$ cat src/rtl/imh_pkg.sv
package imh_pkg;

    localparam int DEF_MAX_VERTICES = 256;

    localparam int VTX_W   = 8;
    localparam int KEY_W   = 31;
    localparam int ENTRY_W = VTX_W + KEY_W;
    localparam int OP_W    = 2;
    localparam int STAT_W  = 2;
    localparam int TDATA_W = 40;

    localparam logic [OP_W-1:0] OP_APPEND   = 2'd0;
    localparam logic [OP_W-1:0] OP_EXTRACT  = 2'd1;
    localparam logic [OP_W-1:0] OP_DECREASE = 2'd2;
    localparam logic [OP_W-1:0] OP_QUERY    = 2'd3;

    localparam logic [STAT_W-1:0] ST_OK     = 2'd0;
    localparam logic [STAT_W-1:0] ST_EMPTY  = 2'd1;
    localparam logic [STAT_W-1:0] ST_ABSENT = 2'd2;
    localparam logic [STAT_W-1:0] ST_FULL   = 2'd3;

    typedef struct packed {
        logic clr_wr;
        logic load;
        logic decide;
        logic up_rd;
        logic up_step;
        logic dn_rd;
        logic dn_step;
        logic place;
        logic out_load;
    } imh_cmd_t;

    typedef struct packed {
        logic clr_last;
        logic op_decrease;
        logic go_up;
        logic go_down;
        logic up_move;
        logic dn_move;
        logic moved;
        logic out_free;
    } imh_stat_t;

endpackage

$ cat src/rtl/imh_ctrl.sv
module imh_ctrl (
    input  logic              clk,
    input  logic              rst_n,
    input  logic              in_valid,
    output logic              in_ready,
    input  imh_pkg::imh_stat_t stat,
    output imh_pkg::imh_cmd_t  cmd
);
    import imh_pkg::*;

    localparam logic [3:0] S_CLEAR  = 4'd0;
    localparam logic [3:0] S_IDLE   = 4'd1;
    localparam logic [3:0] S_DECIDE = 4'd2;
    localparam logic [3:0] S_UP_RD  = 4'd3;
    localparam logic [3:0] S_UP_CMP = 4'd4;
    localparam logic [3:0] S_DN_RD  = 4'd5;
    localparam logic [3:0] S_DN_CMP = 4'd6;
    localparam logic [3:0] S_FINISH = 4'd7;

    logic [3:0] state_reg;
    logic [3:0] state_next;

    always_ff @(posedge clk or negedge rst_n)
    begin
        if (!rst_n)
        begin
            state_reg <= S_CLEAR;
        end
        else
        begin
            state_reg <= state_next;
        end
    end

    always_comb
    begin
        cmd        = '0;
        state_next = state_reg;
        in_ready   = 1'b0;
        unique case (state_reg)
            S_CLEAR:
            begin
                cmd.clr_wr = 1'b1;
                if (stat.clr_last)
                begin
                    state_next = S_IDLE;
                end
            end
            S_IDLE:
            begin
                in_ready = 1'b1;
                if (in_valid)
                begin
                    cmd.load   = 1'b1;
                    state_next = S_DECIDE;
                end
            end
            S_DECIDE:
            begin
                cmd.decide = 1'b1;
                if (stat.go_up)
                begin
                    state_next = S_UP_RD;
                end
                else if (stat.go_down)
                begin
                    state_next = S_DN_RD;
                end
                else
                begin
                    state_next = S_FINISH;
                end
            end
            S_UP_RD:
            begin
                cmd.up_rd  = 1'b1;
                state_next = S_UP_CMP;
            end
            S_UP_CMP:
            begin
                if (stat.up_move)
                begin
                    cmd.up_step = 1'b1;
                    state_next  = S_UP_RD;
                end
                else if (stat.op_decrease && !stat.moved)
                begin
                    state_next = S_DN_RD;
                end
                else
                begin
                    cmd.place  = 1'b1;
                    state_next = S_FINISH;
                end
            end
            S_DN_RD:
            begin
                cmd.dn_rd  = 1'b1;
                state_next = S_DN_CMP;
            end
            S_DN_CMP:
            begin
                if (stat.dn_move)
                begin
                    cmd.dn_step = 1'b1;
                    state_next  = S_DN_RD;
                end
                else
                begin
                    cmd.place  = 1'b1;
                    state_next = S_FINISH;
                end
            end
            S_FINISH:
            begin
                if (stat.out_free)
                begin
                    cmd.out_load = 1'b1;
                    state_next   = S_IDLE;
                end
            end
            default:
            begin
                state_next = S_CLEAR;
            end
        endcase
    end

endmodule

$ cat config.mk
export PLATFORM = sky130hd
export DESIGN_NAME = imh_ctrl
export DESIGN_NICKNAME = d
export VERILOG_FILES = /design/src/rtl/imh_pkg.sv /design/src/rtl/imh_ctrl.sv
export SDC_FILE = /design/constraint.sdc
export NUM_CORES = 1
export LEC_CHECK = 0
export BUFFER_PORTS_ARGS = -buffer_cell sky130_fd_sc_hd__buf_2
export CORE_AREA = 2 2 39 41
export CTS_BUF_LIST = sky130_fd_sc_hd__clkbuf_4 sky130_fd_sc_hd__clkbuf_8 sky130_fd_sc_hd__clkbuf_16
export DETAILED_ROUTE_END_ITERATION = 6
export DIE_AREA = 0 0 41 43
export PLACE_DENSITY = 0.58
export SKIP_LAST_GASP = 1
export SLEW_MARGIN = 5
export SYNTH_ARGS = -nofsm -noshare
export SYNTH_HDL_FRONTEND = slang
export SYNTH_SLANG_ARGS = --single-unit
export TNS_END_PERCENT = 50
$ cat constraint.sdc
create_clock -name clk -period 2.9 [get_ports clk]
set_clock_uncertainty 0.15 [all_clocks]
set_input_delay 0.145 -clock clk [delete_from_list [all_inputs] [get_ports clk]]
set_output_delay 0.145 -clock clk [all_outputs]
set_load 0.05 [all_outputs]
* Yosys cells after proc, flatten, opt, wreduce, memory -nomap -nowiden
Index checks and enable logic that the tools add are counted.
** Operators by class
- Equality and inequality tests :: 10
- Mux-type cells :: 26
- Reduce and logical (&&, ||, !) cells :: 4
** Operator list (number)
- 4-bit case mux with 8 select lines :: 1
- 4-bit 2-to-1 mux :: 5
- 4-bit by 3-bit equality test with 1-bit output (second input constant) :: 4
- 1-bit 2-to-1 mux :: 16
- 4-bit by 2-bit equality test with 1-bit output (second input constant) :: 2
- 2-bit 2-to-1 mux :: 3
- 2-bit != test (second input constant) :: 3
- 4-bit by 1-bit equality test with 1-bit output (second input constant) :: 1
- 4-bit logical NOT :: 1
- 3-bit AND reduction :: 1
- 1-bit case mux with 2 select lines :: 1
- 1-bit logical AND :: 1
- 1-bit logical NOT :: 1
** Word-level totals
- Register bits :: 4

* Longest topological paths before layout
Gate-level depths: netlist (run 1).
- Depth after elaboration :: 5
- Depth in mapped cells :: 5
- Mapped depth without buffers :: 4

* Worst setup path before layout (run 1)
Ideal clock, no wire load.
- Path kind :: reg-to-output
- Start point :: reg state_reg[2]
- End point :: out cmd[7] in the netlist's numbering
- Arrival :: 1.896 ns
- Required time :: 2.605 ns
- Setup slack :: 0.709 ns
- Stages on the path, launching flop included :: 5
- Buffers on the path :: 1
- Cells stage by stage :: dfrtp_1 > buf_4 > nand2b_1 > nor2_1 > and2_1
** RTL lines
- start, declared :: RTL line imh_ctrl.sv:20 : logic [3:0] state_reg;
- start signal, assigned :: RTL line imh_ctrl.sv:31 : state_reg <= state_next;
- end, declared :: RTL line imh_ctrl.sv:7 : output imh_pkg::imh_cmd_t cmd

==> results_dict.tcl, run 1 <==
set metrics [dict create \
    slowest_stage "dfrtp_1" \
    stdcell_count 83 \
    routed_via_density 4.67 \
    dp_hpwl_um 662 \
    combinationalPowerShare 0.600 \
    synth_area_um2 305 \
    drtPass1Iterations 4 \
    synth-seq-cells 3 \
    wl_per_cell_um 9.94 \
    rsz0062_at_grt "no" \
    fmax_mhz 563 \
    p_int_w 0.000217 \
    drt-total-wl_um 825 \
    cp-start-kind "register" \
    yosysWarningCount 0 \
    whs_ns 0.0625 \
    cts_tree "built" \
    ys_seq_area_frac 0.246 \
    antenna_found_initial 0 \
    grt_first_pass_wirelength_um 1410 \
    crit_fanout 11 \
    synthCells 45 \
    drc 0 \
    cts_inserted_buffers 3 \
    yosysUniqueCellTypes 19 \
    pwr-share-seq 0.237 \
    start_util 0.221 \
    clock_path_buffers 2 \
    crit_required_ns 2.61 \
    final_util 0.324 \
    grt_max_degree 14 \
    ios 21 \
    relSlewSlack 0.747 \
    syn_nets 56 \
    hold_violations 0 \
    largest_reg_flops 3 \
    clkSinkCount 3 \
    diodes 0 \
    cp_slowest_stage_delay_ns 0.50 \
    ant_nets 0 \
    pwr_density_cell_mw_per_mm2 1150 \
    placementRows 14 \
    die_w_um 41 \
    min_path_type "input port to register" \
    final.period_utilization 0.613 \
    insertion_delay_ns 0.24 \
    place_congestion 0.767 \
    dp.cells 78 \
    grt_overflow_total 0 \
    p_switching_w 0.000298 \
    dieArea_mm2 0.00176 \
    critPathCaptureType "primary output" \
    n_fill_cell 159 \
    area_delta_synth_final_pct 46.7 \
    status "finished clean" \
    finalSetupViolations 0 \
    power.share.switching 0.578 \
    drive_above_1_share 0.418 \
    tns_ns 0 \
    port_buffers 20 \
    arrival_ns 1.48 \
    grt_usage 0.122 \
    maxSlewViolCount 0 \
    post_cts_buffers 0 \
    criticalPathCategory "register to primary output" \
    grt_pass1_vias 334 \
    ir_worst_vdd_mv 0.321 \
    pwr-share-clk 0.163 \
    tightest_slew_ns 0.379 \
    final_nets 79 \
    via_count 388 \
    die_h_um 43 \
    cap_violations 0 \
    min_period_ns 1.78 \
    syn_avg_cell_area_um2 6.78 \
    cts.clk_slew.worst_paths_ns 0.04 \
    htreeDepth 1 \
    drtIter0Drc 2 \
    p_leak_nw 0.233 \
    root_buffer "clkbuf_4" \
    design.core.area_mm2 0.00138 \
    cp_cell_sequence "nand2b_1 > nor2_1 > and2_1 > buf_2" \
]
-- worst paths after layout --
| check | startpoint | to | slack (ns) | cells after the start |
|---|---|---|---|---|
| setup / recovery | state_reg[2] | cmd[7] | 1.12 | 4 |
| hold / removal | in_valid | state_reg[0] | 0.06 | 4 |
| setup reg to reg | state_reg[1] | state_reg[1] | 1.39 | 4 |
| hold reg to reg | state_reg[0] | state_reg[2] | 0.56 | 2 |
| max in group asynchronous | rst_n | state_reg[0] | 2.41 | 2 |
| min in group asynchronous | rst_n | state_reg[2] | 0.08 | 2 |
-- Yosys cell counts --
cell type | number | area share
mux2_2 | 1 | 0.037
nor3_1 | 5 | 0.082
o31ai_1 | 1 | 0.025
nor3b_2 | 1 | 0.041
or3_1 | 1 | 0.021
dfrtp_1 | 3 | 0.25
nor2_1 | 10 | 0.12
buf_4 | 1 | 0.025
o22ai_1 | 1 | 0.021
buf_2 | 2 | 0.033
a2111oi_2 | 1 | 0.049
inv_1 | 2 | 0.025
a21oi_1 | 4 | 0.066
inv_2 | 1 | 0.012
nor2b_1 | 1 | 0.021
nand2_1 | 4 | 0.049
nand2b_1 | 4 | 0.082
a21boi_0 | 1 | 0.025
and2_1 | 1 | 0.021
-- power by group through the flow --
stage                     clock (W)  sequential (W)  combinational [W]
after CTS                 0.0000892        0.000124           0.000313
after global placement            0        0.000123           0.000310
after floorplan                   0       0.0000732           0.000304
after detailed placement          0        0.000125           0.000311
after global routing      0.0000916        0.000130           0.000334
final                     0.0000838        0.000122           0.000309
-- per-stage QoR --
| stage | instance area, um^2 | power, W | setup WS [ns] |
|---|---|---|---|
| final | 448 | 0.000515 | 1.12 |
| after CTS | 448 | 0.000525 | 1.09 |
| after global routing | 448 | 0.000556 | 1.03 |
| after floorplan | 305 | 0.000378 | 0.709 |
| after detailed placement | 408 | 0.000435 | 1.36 |
| after global placement | 408 | 0.000433 | 1.36 |
-- cell families (layout without fill, tap and decap cells) --
group,after synthesis,after routing,synth area share
AO/OA/AOI/OAI,8,8,0.184
buffers and inverters,6,28,0.0943
flip-flops,3,3,0.246
multiplexers,1,1,0.0369
AND/OR/NAND/NOR,27,27,0.439
-- area by class of cell --
cell class | count | area (um^2) | share of cell area
Inverter | 3 | 11.3 | 0.0251
Tap cell | 16 | 20.0 | 0.0447
Multi-Input combinational cell | 36 | 201 | 0.450
Sequential cell | 3 | 75.1 | 0.168
Timing Repair Buffer | 21 | 110 | 0.246
Clock buffer | 4 | 30.0 | 0.0670
-- layer usage --
metal | vias up | GRT usage | share of wire
li1 | 195 | - | -
met1 | 172 | 0.151 | 0.41
met2 | 19 | 0.159 | 0.50
met3 | 2 | 0.0471 | 0.078
met4 | 0 | 0.100 | 0.017
met5 | - | 0 | 0
-- placed cells by master, fill, tap and decap left out, types with 2 or more instances in the layout --
| master | netlist | routed |
|---|---|---|
| clkbuf_4 | 0 | 4 |
| a21oi_1 | 4 | 4 |
| buf_2 | 2 | 20 |
| nand2_1 | 4 | 4 |
| nor3_1 | 5 | 5 |
| inv_1 | 2 | 2 |
| dfrtp_1 | 3 | 3 |
| nand2b_1 | 4 | 4 |
| nor2_1 | 10 | 10 |
-- critical path, delay by kind of cell (launching register included) --
family | cells | cell delay [ns]
buf+inv | 1 | 0.25
flops | 1 | 0.50
simple gates | 3 | 0.50
-- what timing repair did --
item | CTS | global route
gates resized for setup | 0 | 0
setup endpoints to repair | 0 | 0
hold buffers | 1 | 0
endpoints found under the hold margin | 3 | 0
(Power assumes the default switching activity.)
==> inputs of run 2 (changes only) <==
Clock period 2.9 ns to 1.8 ns, I/O delays scaled along.
==> results_dict.tcl, run 2 (synthesis results as in run 1) <==
set metrics [dict create \
    status "finished clean" \
    ant_nets 0 \
    ios 21 \
    drtPass1Iterations 4 \
    finalSetupViolations 0 \
    dp_hpwl_um 619 \
    cap_violations 0 \
    tightest_slew_ns 0.380 \
    hold_violations 0 \
    reg2reg_from "state_reg[1]" \
    multiInputGateArea_um2 209 \
    start_util 0.221 \
    final_nets 80 \
    r2r-end "state_reg[1]" \
    wl_met2_um 395 \
    root_buffer "clkbuf_4" \
    area_delta_synth_final_pct 52.9 \
    tns_ns 0 \
    largest_reg_flops 3 \
    diodes 0 \
    final_util 0.337 \
    cts_inserted_buffers 3 \
    drc 0 \
    rsz0062_at_grt "no" \
    routedLengthMet1_um 339 \
    grt_usage 0.102 \
    cts.clk_slew.worst_paths_ns 0.04 \
    drt-total-wl_um 764 \
    port_buffers 20 \
    antenna_found_initial 0 \
    htreeDepth 1 \
    drive_above_1_share 0.456 \
    arrival_ns 1.40 \
    p_leak_nw 0.237 \
    layout_common_cells "buf_2 (20), nor2_1 (9)" \
    wl_per_cell_um 9.10 \
    design.core.area_mm2 0.00138 \
    startpoint "state_reg[2]" \
    via_count 360 \
    die_h_um 43 \
    crit_required_ns 1.56 \
    placementRows 14 \
    place_congestion 0.777 \
    min_path_type "input port to asynchronous set/reset pin" \
    cp-start-kind "register" \
    final.period_utilization 0.913 \
    min_period_ns 1.64 \
    grt_pass1_vias 308 \
    r2r_cells 4 \
    critPathCaptureType "primary output" \
    criticalPathCategory "register to primary output" \
    post_cts_buffers 0 \
    clkSinkCount 3 \
    grt_overflow_total 0 \
    crit_end "cmd[7]" \
    final_common_cell "buf_2" \
    pwr_density_cell_mw_per_mm2 1790 \
    highest_layer "met3" \
    ir_worst_vdd_mv 0.372 \
    fmax_mhz 608 \
    dieArea_mm2 0.00176 \
    cts_tree "built" \
    ff_latch_area_um2 76.3 \
    routed_via_density 4.29 \
    grt_max_degree 14 \
    insertion_delay_ns 0.23 \
    r2r_slack_ns 0.31 \
    dr_wl_met3_um 29 \
    grt_first_pass_wirelength_um 1240 \
    n_fill_cell 153 \
    die_w_um 41 \
    maxSlewViolCount 0 \
    drtIter0Drc 8 \
    clock_path_buffers 2 \
    crit_fanout 11 \
    relSlewSlack 0.747 \
]
run 2: changes by cell type in the layout (fill, tap and decap cells not counted), sizes merged:
cell	delta
dlygate4sd3	+1
run 2: power by group:
group / leakage (nW) / internal, W / switching (W)
clock: 0.0184 / 0.0000981 / 0.0000352
sequential: 0.0314 / 0.000102 / 0.0000965
combinational: 0.188 / 0.000155 / 0.000349
run 2: worst min-delay path by stage:
| stage | end | slack (ns) | cells past startpoint |
|---|---|---|---|
| final | state_reg[0] | 0.03 | 2 |
| after global routing | state_reg[2] | 0.04 | 2 |
| after CTS | state_reg[2] | 0.03 | 2 |
| after detailed placement | state_reg[2] | -0.26 | 1 |
| after global placement | state_reg[2] | -0.26 | 1 |
| after floorplan | state_reg[0] | -0.36 | 0 |
run 2: routing by layer:
layer	GRT usage	vias up
met3	0.0314	0
met5	0	-
met1	0.146	156
met2	0.138	6
li1	-	198
met4	0.0400	0
run 2: area by class of cell:
| cell class | count | area share |
|---|---|---|
| Timing Repair Buffer | 22 | 0.257 |
| Multi-Input combinational cell | 36 | 0.448 |
| Clock buffer | 4 | 0.0643 |
| Inverter | 3 | 0.0241 |
| Sequential cell | 3 | 0.164 |
| Tap cell | 16 | 0.0429 |
run 2: critical path: stages (launching register included):
cell      delay [ns]
dfrtp_2         0.48
nand2b_1        0.22
nor2_2          0.11
and2_1          0.12
buf_2           0.25
run 2: stage by stage:
step	area (um^2)	setup slack, ns	hold WS, ns	power (W)	instances
3_5_place_dp	415	0.298	-0.262	0.000704	78
6_report	467	0.156	0.0343	0.000836	84
2_1_floorplan	313	-0.0936	-0.356	0.000618	45
4_1_cts	465	0.0819	0.0312	0.000845	84
3_3_place_gp	415	0.318	-0.261	0.000706	78
5_1_grt	467	0.0176	0.0395	0.000911	84
run 2: what timing repair did:
item	in CTS	in global routing
hold buffers	2	0
hold endpoints to repair	4	0
setup endpoints to repair	0	1
gates resized for setup	0	1
